$ cat src/rtl/ubds_pkg.sv
// Shared types, widths and clock constants for the UART baud divisor search.
package ubds_pkg;

    localparam int BAUD_W     = 24;
    localparam int OSC_W      = 6;
    localparam int DIV_OUT_W  = 16;
    localparam int CLK_W      = 27;
    localparam int DSR_W      = 29;
    localparam int CNT_W      = 5;
    localparam int TOL_W      = 32;
    localparam int CFG_IDX_W  = 2;
    localparam int CFG_DATA_W = 8;

    localparam logic [OSC_W-1:0] MAX_OSC = OSC_W'(32);

    localparam logic [CLK_W-1:0] CLK_FAST_HZ = CLK_W'(80000000);
    localparam logic [CLK_W-1:0] CLK_SLOW_HZ = CLK_W'(40000000);
    localparam logic [CLK_W-1:0] CLK_26M_HZ  = CLK_W'(26000000);

    localparam logic [CFG_IDX_W-1:0] REG_CLOCK_FAST  = CFG_IDX_W'(0);
    localparam logic [CFG_IDX_W-1:0] REG_CRYSTAL_26M = CFG_IDX_W'(1);

    typedef logic [BAUD_W-1:0]     baud_t;
    typedef logic [OSC_W-1:0]      osc_t;
    typedef logic [DIV_OUT_W-1:0]  div_out_t;
    typedef logic [CLK_W-1:0]      clk_hz_t;
    typedef logic [CFG_IDX_W-1:0]  cfg_idx_t;
    typedef logic [CFG_DATA_W-1:0] cfg_data_t;

    function automatic clk_hz_t uart_clock(input logic fast, input logic x26);
        clk_hz_t hz;
        if (fast)
        begin
            hz = CLK_FAST_HZ;
        end
        else if (x26)
        begin
            hz = CLK_26M_HZ;
        end
        else
        begin
            hz = CLK_SLOW_HZ;
        end
        return hz;
    endfunction

endpackage

$ cat src/rtl/ubds_baud_if.sv
// Request channel carrying the requested baud rate.
interface ubds_baud_if;
    import ubds_pkg::*;

    logic  valid;
    logic  ready;
    baud_t baud;

    modport source (output valid, output baud, input ready);
    modport sink   (input valid, input baud, output ready);
endinterface

$ cat src/rtl/ubds_result_if.sv
// Response channel carrying the chosen oversample count and divisor.
interface ubds_result_if;
    import ubds_pkg::*;

    logic     valid;
    logic     ready;
    osc_t     oversample;
    div_out_t divisor;
    logic     found;

    modport source (output valid, output oversample, output divisor, output found, input ready);
    modport sink   (input valid, input oversample, input divisor, input found, output ready);
endinterface

$ cat src/rtl/ubds_cfg_if.sv
// Configuration write channel: register index and write data.
interface ubds_cfg_if;
    import ubds_pkg::*;

    logic      valid;
    logic      ready;
    cfg_idx_t  index;
    cfg_data_t data;

    modport source (output valid, output index, output data, input ready);
    modport sink   (input valid, input index, input data, output ready);
endinterface

$ cat src/rtl/uart_baud_divisor_search_unit.sv
// UART baud divisor search: sequencer around a shared bit-serial divider.
//
//  channel | dir | signals                          | transaction
//  --------+-----+----------------------------------+------------------------------
//  req     | in  | valid ready baud                 | one requested baud rate
//  rsp     | out | valid ready oversample divisor found | one search result
//  cfg     | in  | valid ready index data           | one register write
//
//  Each division is set up in S_NOM or S_TRY, then yields one quotient bit per cycle.
//  A trial adds the error check in S_ERR and S_CHK; each count advances through S_NEXT.
//  A zero baud request goes from idle straight to S_FIN and returns a miss.
//  req is taken only while the sequencer is idle; the response register lets the next
//  request start while the previous result waits on rsp.ready.
//  Reset clears both registers to 0 and empties the response register.
module uart_baud_divisor_search_unit (
    input  logic clk,
    input  logic rst_n,
    ubds_baud_if.sink     req,
    ubds_result_if.source rsp,
    ubds_cfg_if.sink      cfg
);
    import ubds_pkg::*;

    localparam logic [2:0] S_IDLE = 3'd0;
    localparam logic [2:0] S_NOM  = 3'd1;
    localparam logic [2:0] S_DIV  = 3'd2;
    localparam logic [2:0] S_TRY  = 3'd3;
    localparam logic [2:0] S_ERR  = 3'd4;
    localparam logic [2:0] S_CHK  = 3'd5;
    localparam logic [2:0] S_NEXT = 3'd6;
    localparam logic [2:0] S_FIN  = 3'd7;

    logic [2:0]       st_reg, st_next;
    logic             clock_fast_reg, crystal_26m_reg;
    baud_t            baud_reg, baud_next;
    osc_t             osc_reg, osc_next;
    logic [1:0]       k_reg, k_next;
    clk_hz_t          nom_reg, nom_next;
    clk_hz_t          dv_reg, dv_next;
    clk_hz_t          err_reg, err_next;
    logic             hit_reg, hit_next;
    logic             div_nom_reg, div_nom_next;
    logic [DSR_W-1:0] dsr_reg, dsr_next;
    logic [DSR_W-1:0] rem_reg, rem_next;
    clk_hz_t          dvd_reg, dvd_next;
    clk_hz_t          quo_reg, quo_next;
    logic [CNT_W-1:0] cnt_reg, cnt_next;

    logic             rsp_valid_reg, rsp_valid_next;
    osc_t             rsp_osc_reg, rsp_osc_next;
    div_out_t         rsp_div_reg, rsp_div_next;
    logic             rsp_found_reg, rsp_found_next;

    logic [DSR_W:0]          trial;
    logic                    qbit;
    clk_hz_t                 dv_try;
    logic [OSC_W+BAUD_W-1:0] prod_nom;
    logic [OSC_W+CLK_W-1:0]  prod_try;
    logic [TOL_W-1:0]        tol;

    assign req.ready  = (st_reg == S_IDLE);
    assign cfg.ready  = 1'b1;
    assign rsp.valid      = rsp_valid_reg;
    assign rsp.oversample = rsp_osc_reg;
    assign rsp.divisor    = rsp_div_reg;
    assign rsp.found      = rsp_found_reg;

    assign trial    = {rem_reg, dvd_reg[CLK_W-1]};
    assign qbit     = (trial >= {1'b0, dsr_reg});
    assign dv_try   = nom_reg + CLK_W'(k_reg) - CLK_W'(1);
    assign prod_nom = osc_reg * baud_reg;
    assign prod_try = osc_reg * dv_try;
    assign tol      = TOL_W'({err_reg, 4'b0}) + TOL_W'({err_reg, 2'b0});

    always_comb
    begin
        st_next        = st_reg;
        baud_next      = baud_reg;
        osc_next       = osc_reg;
        k_next         = k_reg;
        nom_next       = nom_reg;
        dv_next        = dv_reg;
        err_next       = err_reg;
        hit_next       = hit_reg;
        div_nom_next   = div_nom_reg;
        dsr_next       = dsr_reg;
        rem_next       = rem_reg;
        dvd_next       = dvd_reg;
        quo_next       = quo_reg;
        cnt_next       = cnt_reg;
        rsp_valid_next = rsp_valid_reg && !rsp.ready;
        rsp_osc_next   = rsp_osc_reg;
        rsp_div_next   = rsp_div_reg;
        rsp_found_next = rsp_found_reg;

        unique case (st_reg)
            S_IDLE:
            begin
                if (req.valid)
                begin
                    baud_next = req.baud;
                    osc_next  = MAX_OSC;
                    hit_next  = 1'b0;
                    st_next   = (req.baud == '0) ? S_FIN : S_NOM;
                end
            end
            S_NOM:
            begin
                dsr_next     = prod_nom[DSR_W-1:0];
                rem_next     = '0;
                dvd_next     = uart_clock(clock_fast_reg, crystal_26m_reg);
                quo_next     = '0;
                cnt_next     = CNT_W'(CLK_W);
                div_nom_next = 1'b1;
                st_next      = S_DIV;
            end
            S_DIV:
            begin
                rem_next = qbit ? DSR_W'(trial - {1'b0, dsr_reg}) : trial[DSR_W-1:0];
                quo_next = {quo_reg[CLK_W-2:0], qbit};
                dvd_next = {dvd_reg[CLK_W-2:0], 1'b0};
                cnt_next = cnt_reg - CNT_W'(1);
                if (cnt_reg == CNT_W'(1))
                begin
                    if (div_nom_reg)
                    begin
                        nom_next = {quo_reg[CLK_W-2:0], qbit};
                        k_next   = 2'd0;
                        st_next  = ({quo_reg[CLK_W-2:0], qbit} == '0) ? S_NEXT : S_TRY;
                    end
                    else
                    begin
                        st_next = S_ERR;
                    end
                end
            end
            S_TRY:
            begin
                if (k_reg == 2'd3)
                begin
                    st_next = S_NEXT;
                end
                else if (dv_try == '0)
                begin
                    k_next = k_reg + 2'd1;
                end
                else
                begin
                    dv_next      = dv_try;
                    dsr_next     = prod_try[DSR_W-1:0];
                    rem_next     = '0;
                    dvd_next     = uart_clock(clock_fast_reg, crystal_26m_reg);
                    quo_next     = '0;
                    cnt_next     = CNT_W'(CLK_W);
                    div_nom_next = 1'b0;
                    st_next      = S_DIV;
                end
            end
            S_ERR:
            begin
                err_next = (quo_reg > CLK_W'(baud_reg)) ? (quo_reg - CLK_W'(baud_reg))
                                                        : (CLK_W'(baud_reg) - quo_reg);
                st_next  = S_CHK;
            end
            S_CHK:
            begin
                if (tol < TOL_W'(baud_reg))
                begin
                    hit_next = 1'b1;
                    st_next  = S_FIN;
                end
                else
                begin
                    k_next  = k_reg + 2'd1;
                    st_next = S_TRY;
                end
            end
            S_NEXT:
            begin
                if (osc_reg == OSC_W'(1))
                begin
                    st_next = S_FIN;
                end
                else
                begin
                    osc_next = osc_reg - OSC_W'(1);
                    st_next  = S_NOM;
                end
            end
            S_FIN:
            begin
                if (!rsp_valid_reg || rsp.ready)
                begin
                    rsp_valid_next = 1'b1;
                    rsp_osc_next   = hit_reg ? osc_reg : '0;
                    rsp_div_next   = hit_reg ? dv_reg[DIV_OUT_W-1:0] : '0;
                    rsp_found_next = hit_reg;
                    st_next        = S_IDLE;
                end
            end
            default:
            begin
                st_next = S_IDLE;
            end
        endcase
    end

    always_ff @(posedge clk or negedge rst_n)
    begin
        if (!rst_n)
        begin
            st_reg          <= S_IDLE;
            rsp_valid_reg   <= 1'b0;
            clock_fast_reg  <= 1'b0;
            crystal_26m_reg <= 1'b0;
        end
        else
        begin
            st_reg        <= st_next;
            rsp_valid_reg <= rsp_valid_next;
            if (cfg.valid && (cfg.index == REG_CLOCK_FAST))
            begin
                clock_fast_reg <= cfg.data[0];
            end
            if (cfg.valid && (cfg.index == REG_CRYSTAL_26M))
            begin
                crystal_26m_reg <= cfg.data[0];
            end
        end
    end

    always_ff @(posedge clk)
    begin
        baud_reg      <= baud_next;
        osc_reg       <= osc_next;
        k_reg         <= k_next;
        nom_reg       <= nom_next;
        dv_reg        <= dv_next;
        err_reg       <= err_next;
        hit_reg       <= hit_next;
        div_nom_reg   <= div_nom_next;
        dsr_reg       <= dsr_next;
        rem_reg       <= rem_next;
        dvd_reg       <= dvd_next;
        quo_reg       <= quo_next;
        cnt_reg       <= cnt_next;
        rsp_osc_reg   <= rsp_osc_next;
        rsp_div_reg   <= rsp_div_next;
        rsp_found_reg <= rsp_found_next;
    end

    a_found_has_osc: assert property (@(posedge clk) disable iff (!rst_n)
        (rsp.valid && rsp.found) |-> (rsp.oversample != '0))
        else $error("found result without oversample count");

    a_miss_is_zero: assert property (@(posedge clk) disable iff (!rst_n)
        (rsp.valid && !rsp.found) |-> ((rsp.oversample == '0) && (rsp.divisor == '0)))
        else $error("miss result with nonzero fields");

    a_osc_range: assert property (@(posedge clk) disable iff (!rst_n)
        ((st_reg != S_IDLE) && (st_reg != S_FIN)) |->
            ((osc_reg != '0) && (osc_reg <= MAX_OSC)))
        else $error("oversample count out of range during search");

    a_div_count: assert property (@(posedge clk) disable iff (!rst_n)
        (st_reg == S_DIV) |-> (cnt_reg != '0))
        else $error("divider running with zero step count");

endmodule

$ cat src/flat_wrapper.sv
// flat-port wrapper written by rule: the top's interface ports become plain ports
module uart_baud_divisor_search_unit_flat import ubds_pkg::*;
  (clk, rst_n, req_valid, req_baud, req_ready, rsp_valid, rsp_oversample, rsp_divisor, rsp_found, rsp_ready, cfg_valid, cfg_index, cfg_data, cfg_ready);
  ubds_baud_if req_i ();
  ubds_result_if rsp_i ();
  ubds_cfg_if cfg_i ();
  input  logic clk;
  input  logic rst_n;
  input wire logic [$bits(req_i.valid)-1:0] req_valid;
  input wire logic [$bits(req_i.baud)-1:0] req_baud;
  output wire logic [$bits(req_i.ready)-1:0] req_ready;
  output wire logic [$bits(rsp_i.valid)-1:0] rsp_valid;
  output wire logic [$bits(rsp_i.oversample)-1:0] rsp_oversample;
  output wire logic [$bits(rsp_i.divisor)-1:0] rsp_divisor;
  output wire logic [$bits(rsp_i.found)-1:0] rsp_found;
  input wire logic [$bits(rsp_i.ready)-1:0] rsp_ready;
  input wire logic [$bits(cfg_i.valid)-1:0] cfg_valid;
  input wire logic [$bits(cfg_i.index)-1:0] cfg_index;
  input wire logic [$bits(cfg_i.data)-1:0] cfg_data;
  output wire logic [$bits(cfg_i.ready)-1:0] cfg_ready;
  assign req_i.valid = req_valid;
  assign req_i.baud = req_baud;
  assign req_ready = req_i.ready;
  assign rsp_valid = rsp_i.valid;
  assign rsp_oversample = rsp_i.oversample;
  assign rsp_divisor = rsp_i.divisor;
  assign rsp_found = rsp_i.found;
  assign rsp_i.ready = rsp_ready;
  assign cfg_i.valid = cfg_valid;
  assign cfg_i.index = cfg_index;
  assign cfg_i.data = cfg_data;
  assign cfg_ready = cfg_i.ready;
  uart_baud_divisor_search_unit u_core (.clk(clk), .rst_n(rst_n), .req(req_i), .rsp(rsp_i), .cfg(cfg_i));
endmodule
$ cat config.mk
export PLATFORM = sky130hd
export DESIGN_NAME = uart_baud_divisor_search_unit_flat
export DESIGN_NICKNAME = d
export VERILOG_FILES = /design/src/rtl/ubds_pkg.sv /design/src/rtl/ubds_baud_if.sv /design/src/rtl/ubds_result_if.sv /design/src/rtl/ubds_cfg_if.sv /design/src/rtl/uart_baud_divisor_search_unit.sv /design/src/flat_wrapper.sv
export SDC_FILE = /design/constraint.sdc
export NUM_CORES = 1
export LEC_CHECK = 0
export ABC_AREA = 1
export BUFFER_PORTS_ARGS = -buffer_cell sky130_fd_sc_hd__buf_4
export CAP_MARGIN = 10
export CORE_AREA = 10 10 223 225
export CTS_CLUSTER_DIAMETER = 120
export DETAILED_ROUTE_END_ITERATION = 7
export DIE_AREA = 0 0 233 235
export PLACE_DENSITY_LB_ADDON = 0.2
export SLEW_MARGIN = 30
export SYNTH_ARGS = -nofsm -noshare
export SYNTH_HDL_FRONTEND = slang
export SYNTH_SLANG_ARGS = --single-unit
export TNS_END_PERCENT = 10
$ cat constraint.sdc
create_clock -name clk -period 12.1 [get_ports clk]
set_input_delay 1.815 -clock clk [delete_from_list [all_inputs] [get_ports clk]]
set_output_delay 1.815 -clock clk [all_outputs]
set_load 0.1 [all_outputs]
# Yosys cells after proc, flatten, opt, wreduce, memory -nomap -nowiden
# Index checks and enable logic that the tools add are counted.
[classes]
addsub = 9
mul = 2
n_lt_le_gt_ge = 3
eq_ne = 22
n_mux = 47
bitwise = 2
reduce_logical = 26
[ops]
columns = ["operator", "n"]
rows = [
  ["$mux W27", 6],
  ["$pmux W27 S3", 2],
  ["$mux W29", 5],
  ["$pmux W29 S3", 1],
  ["$pmux W29 S2", 1],
  ["$logic_not A27 Y1", 2],
  ["$add A31 B29 Y32", 1],
  ["$lt A32 B24 Y1", 1],
  ["$ge A30 B29 Y1", 1],
  ["$mux W3", 10],
  ["$mul A6 B24 Y29", 1],
  ["$mul A6 B27 Y29", 1],
  ["$sub A29 B29 Y29", 1],
  ["$add A27 B2 Y27", 1],
  ["$gt A27 B24 Y1", 1],
  ["$sub A24 B27 Y27", 1],
  ["$sub A27 B1 Y27 const B", 1],
  ["$sub A27 B24 Y27", 1],
  ["$mux W26", 1],
  ["$logic_not A24 Y1", 1],
  ["$pmux W3 S8", 1],
  ["$reduce_and A3 Y1", 6],
  ["$pmux W5 S3", 1],
  ["$eq A3 B3 Y1 const B", 4],
  ["30 further kinds", 59],
]
[totals]
ff_bits = 250
input_bits = 39
out_inout_bits = 26
elab_cells = 131

# Depth between registers and ports, before layout
[logic_depth]
word_depth = 6
depth_mapped = 32
depth_no_buf = 32

# Least setup slack after synthesis
# No wires, ideal clock.
[synth_timing]
kind = "reg-to-reg"
start = "reg u_core.k_reg[1]"
end = "reg u_core.cnt_reg[0] (enable)"
setup_time_ns = 0.620
arrival_time_ns = 7.920
t_required_ns = 11.480
setup_slack_ns = 3.559
path_stages_with_launch = 21
path_buffers = 0
period_less_slack_ns = 8.541
cell_sequence = "edfxtp_1 inv_1 ha_1 inv_1 ha_1 fa_1 nand3_1 nand3_2 nand2_1 nand2_2 nand2_1 nand3_1 nand2_1 nand2_1 nand2_1 nor2_1 nand3_1 nor2_4 inv_2 o21ai_0 nor3_1"
[synth_via]
elab_chain_len = 5
elab_cells_between_ends = 7
classes_between = "add/sub: 2; eq/ne: 3; reduce/logical: 2"
[synth_lines]
columns = ["element", "line", "source"]
rows = [
  ["start: declaration", "uart_baud_divisor_search_unit.sv:37", "logic [1:0] k_reg, k_next;"],
  ["start signal: assignment", "uart_baud_divisor_search_unit.sv:236", "k_reg <= k_next;"],
  ["$add A27 B2 Y27", "uart_baud_divisor_search_unit.sv:70", "assign dv_try = nom_reg + CLK_W'(k_reg) - CLK_W'(1);"],
  ["$sub A27 B1 Y27", "uart_baud_divisor_search_unit.sv:70", ""],
  ["$logic_not A27 Y1", "uart_baud_divisor_search_unit.sv:143", "else if (dv_try == '0)"],
  ["$ne A2 B2 Y1 (no line)", "--", ""],
  ["$reduce_and A3 Y1 (no line) *", "--", ""],
  ["end signal: assignment", "uart_baud_divisor_search_unit.sv:246", "cnt_reg <= cnt_next;"],
  ["end: declaration", "uart_baud_divisor_search_unit.sv:47", "logic [CNT_W-1:0] cnt_reg, cnt_next;"],
]
# Every way passes the cells marked *; elsewhere a longest branch is shown, timed or not.
# A chain may end at the register's enable or synchronous reset.

# Worst setup path in the final report
[layout_timing]
start = "reg u_core.k_reg[1]"
end = "reg u_core.dsr_reg[25], data pin"
[layout_via]
elab_chain_len = 6
[layout_lines]
columns = ["element", "line", "source"]
rows = [
  ["$add A27 B2 Y27", "uart_baud_divisor_search_unit.sv:70", ""],
  ["$sub A27 B1 Y27", "uart_baud_divisor_search_unit.sv:70", ""],
  ["named net u_core.dv_try[5]", "uart_baud_divisor_search_unit.sv:56", "clk_hz_t dv_try;"],
  ["$mul A6 B27 Y29", "uart_baud_divisor_search_unit.sv:72", "assign prod_try = osc_reg * dv_try;"],
  ["$mux W29", "uart_baud_divisor_search_unit.sv:143", ""],
  ["$mux W29", "uart_baud_divisor_search_unit.sv:139", "if (k_reg == 2'd3)"],
  ["$pmux W29 S2", "uart_baud_divisor_search_unit.sv:96", "unique case (st_reg)"],
  ["named net u_core.dsr_next[25]", "uart_baud_divisor_search_unit.sv:43", "logic [DSR_W-1:0] dsr_reg, dsr_next;"],
  ["end signal: assignment", "uart_baud_divisor_search_unit.sv:242", "dsr_reg <= dsr_next;"],
  ["end: declaration", "uart_baud_divisor_search_unit.sv:43", ""],
]
# The timed path passes the listed nets, and every way through them passes these cells. The select of a mux whose other input is x is not followed.

==> results.json <==
{
  "outcome": "finished, final reports clean",
  "yosysWarningCount": 0,
  "async_flop_share": 0.0247,
  "crit_family": "adder cells",
  "grt_use_total": 0.269,
  "core_region_area_um2": 45100,
  "worstSetupPathType": "flop to flop",
  "ctsHoldBuffers": 0,
  "multi_input_area_um2": 16700,
  "clk_pin_slew_ns": 0.06,
  "antenna_found_initial": 0,
  "r2r_end": "u_core.dsr_reg[25]",
  "synth_enable_flop_cells": 237,
  "slew_viol_final": 0,
  "cp_common_cell": "nand2_1",
  "fin_util": 0.640,
  "drtPass1Iterations": 6,
  "rr_startpoint": "u_core.k_reg[1]",
  "min_path_cells": 2,
  "clk_latency_ns": 0.60,
  "die_area_um2": 54800,
  "grt_max_degree": 61,
  "maxSlewHeadroom": 0.361,
  "worstSetupStartpointType": "flop",
  "hold_viol": 0,
  "place.gp.congestion": 1.00,
  "max_freq_mhz": 147,
  "rr_worst_depth": 30,
  "num_vias": 23610,
  "hold_class": "flop to flop",
  "post_drt_wl_per_cell_um": 17.6,
  "die_y_um": 235,
  "grt_pass1_wl_um": 120000,
  "period_needed_ns": 6.82,
  "fin_setup_tns_ns": 0,
  "post_cts_buffers": 0,
  "rows": 78,
  "wl_um": 73900,
  "cts_buffer_depth": 3,
  "worstHoldEndpoint": "u_core.rsp.divisor[10]",
  "htreeDepth": 1,
  "drive_gt1_frac": 0.0540,
  "ys_seq_area_frac": 0.270,
  "final-setup-viol-count": 0,
  "yosys_register_bits": 243,
  "die_w_um": 233,
  "place_hpwl_um": 59400,
  "cts_sinks": 243,
  "drtAntennaViolNets": 0,
  "worstPathBufferInverterCount": 4,
  "slowest_delay_ns": 0.71,
  "slowest_stage": "xnor2_1",
  "cp_data_arrival_time_ns": 7.15,
  "viasPerCell": 5.63,
  "drc": 0,
  "grt.overflow.total": 0,
  "most-common-layout-cells": "nand2_1 (887), inv_1 (674), nor2_1 (341)",
  "synthCells": 3551,
  "nets": 4024,
  "maxCapViolCount": 0,
  "skew_ns": 0.0399,
  "n_fill_cell": 4000,
  "crit_path_end_kind": "flop",
  "cts_buffers": 30,
  "syn-cell-area_um2": 26900,
  "avgSynthCellArea_um2": 7.57,
  "io_pins": 65,
  "fin_crit_sh": 0.563,
  "synth_ff_type": "edfxtp_1",
  "synthToLayoutAreaGrowth_pct": 7.36,
  "first_iter_violations": 1995,
  "syn-num-nets": 4004,
  "crit_fanout": 6,
  "antenna_cells": 0,
  "cts_tree": "built",
  "tightest_slew_ns": 0.959,
  "ctsResizeCount": 0,
  "final_common_cell": "nand2_1",
  "reg2reg_slack_ns": 5.28,
  "rsz0062_at_grt": "false",
  "seq_area_um2": 7270,
  "yosysUniqueCellTypes": 66,
  "numPortBuffers": 56,
  "hp-start": "u_core.dv_reg[10]",
  "initial_core_util": 0.596,
  "required_ns": 12.43,
  "clock-root-buffer": "clkbuf_16",
  "grt_pass1_vias": 23490
}
[synth_stat cells (all sizes together) (40+ instances only)]
| library cell | n | area [um2] |
|---|---|---|
| xor2 | 73 | 711 |
| nand3 | 109 | 581 |
| nor2 | 359 | 1390 |
| a21oi | 274 | 1400 |
| clkbuf | 66 | 255 |
| inv | 686 | 2580 |
| ha | 225 | 2820 |
| nand4 | 40 | 250 |
| xnor2 | 45 | 394 |
| fa | 189 | 3780 |
| edfxtp | 237 | 7120 |
| o21ai | 178 | 902 |
| nand2 | 906 | 3470 |
[per-stage QoR]
step	worst slack [ns]	hold WS, ns	std cells	instance area [um2]
2_1_floorplan	3.56	0.451	3551	26900
3_3_place_gp	5.48	0.484	4139	27800
3_5_place_dp	5.41	0.488	4139	27800
4_1_cts	5.37	0.496	4194	28800
5_1_grt	4.91	0.525	4194	28900
6_report	5.28	0.497	4194	28900
[cell families (layout without fill, tap and decap cells)]
family	count (synthesis)	after routing	synth area share
AOI/OAI and AO/OA	521	521	0.106
adders and majority gates	414	414	0.246
other	1	1	0.000140
buffers and inverters	772	815	0.110
DFF	243	243	0.270
and+or+nand+nor	1482	1482	0.227
xor gates and xnor gates	118	118	0.0411
[metal layers]
| metal | track usage | vias to the layer above | routed length [um] |
|---|---|---|---|
| met1 | 0.335 | 11164 | 29600 |
| met4 | 0.133 | 0 | 4040 |
| li1 | - | 11281 | - |
| met2 | 0.446 | 946 | 34800 |
| met5 | 0 | - | 0 |
| met3 | 0.0407 | 219 | 5510 |
[worst reg2reg max path, delay by kind of cell (launching register included)]
| kind | cells | cell delay, ns |
|---|---|---|
| AO/OA/AOI/OAI | 4 | 0.72 |
| XOR/XNOR | 1 | 0.71 |
| adder cells (fa/ha/maj) | 7 | 2.92 |
| buffers and inverters | 4 | 0.40 |
| flip-flops | 1 | 0.35 |
| AND/OR/NAND/NOR | 14 | 1.45 |
[area by class of cell]
cell class / instances / share of cell area
clock buffer: 38 / 0.0271
clock inverter: 17 / 0.00846
inverter: 689 / 0.0897
multi-input combinational: 2536 / 0.578
sequential: 243 / 0.252
tap: 600 / 0.0260
timing repair buffer: 71 / 0.0185
[worst max path at each step]
| stage | startpoint | end | slack (ns) | cells after the start |
|---|---|---|---|---|
| 6_report | u_core.k_reg[1] | u_core.dsr_reg[25] | 5.28 | 30 |
| 5_1_grt | u_core.k_reg[1] | u_core.dsr_reg[25] | 4.91 | 30 |
| 4_1_cts | u_core.k_reg[1] | u_core.dsr_reg[18] | 5.37 | 25 |
| 3_5_place_dp | u_core.k_reg[1] | u_core.dsr_reg[18] | 5.41 | 25 |
| 3_3_place_gp | u_core.k_reg[1] | u_core.dsr_reg[18] | 5.48 | 25 |
| 2_1_floorplan | u_core.k_reg[1] | u_core.cnt_reg[0] | 3.56 | 20 |
Power is left out: the tool's default activity adds up to more than one toggle a clock period on the data nets, which glitch-free logic cannot reach.
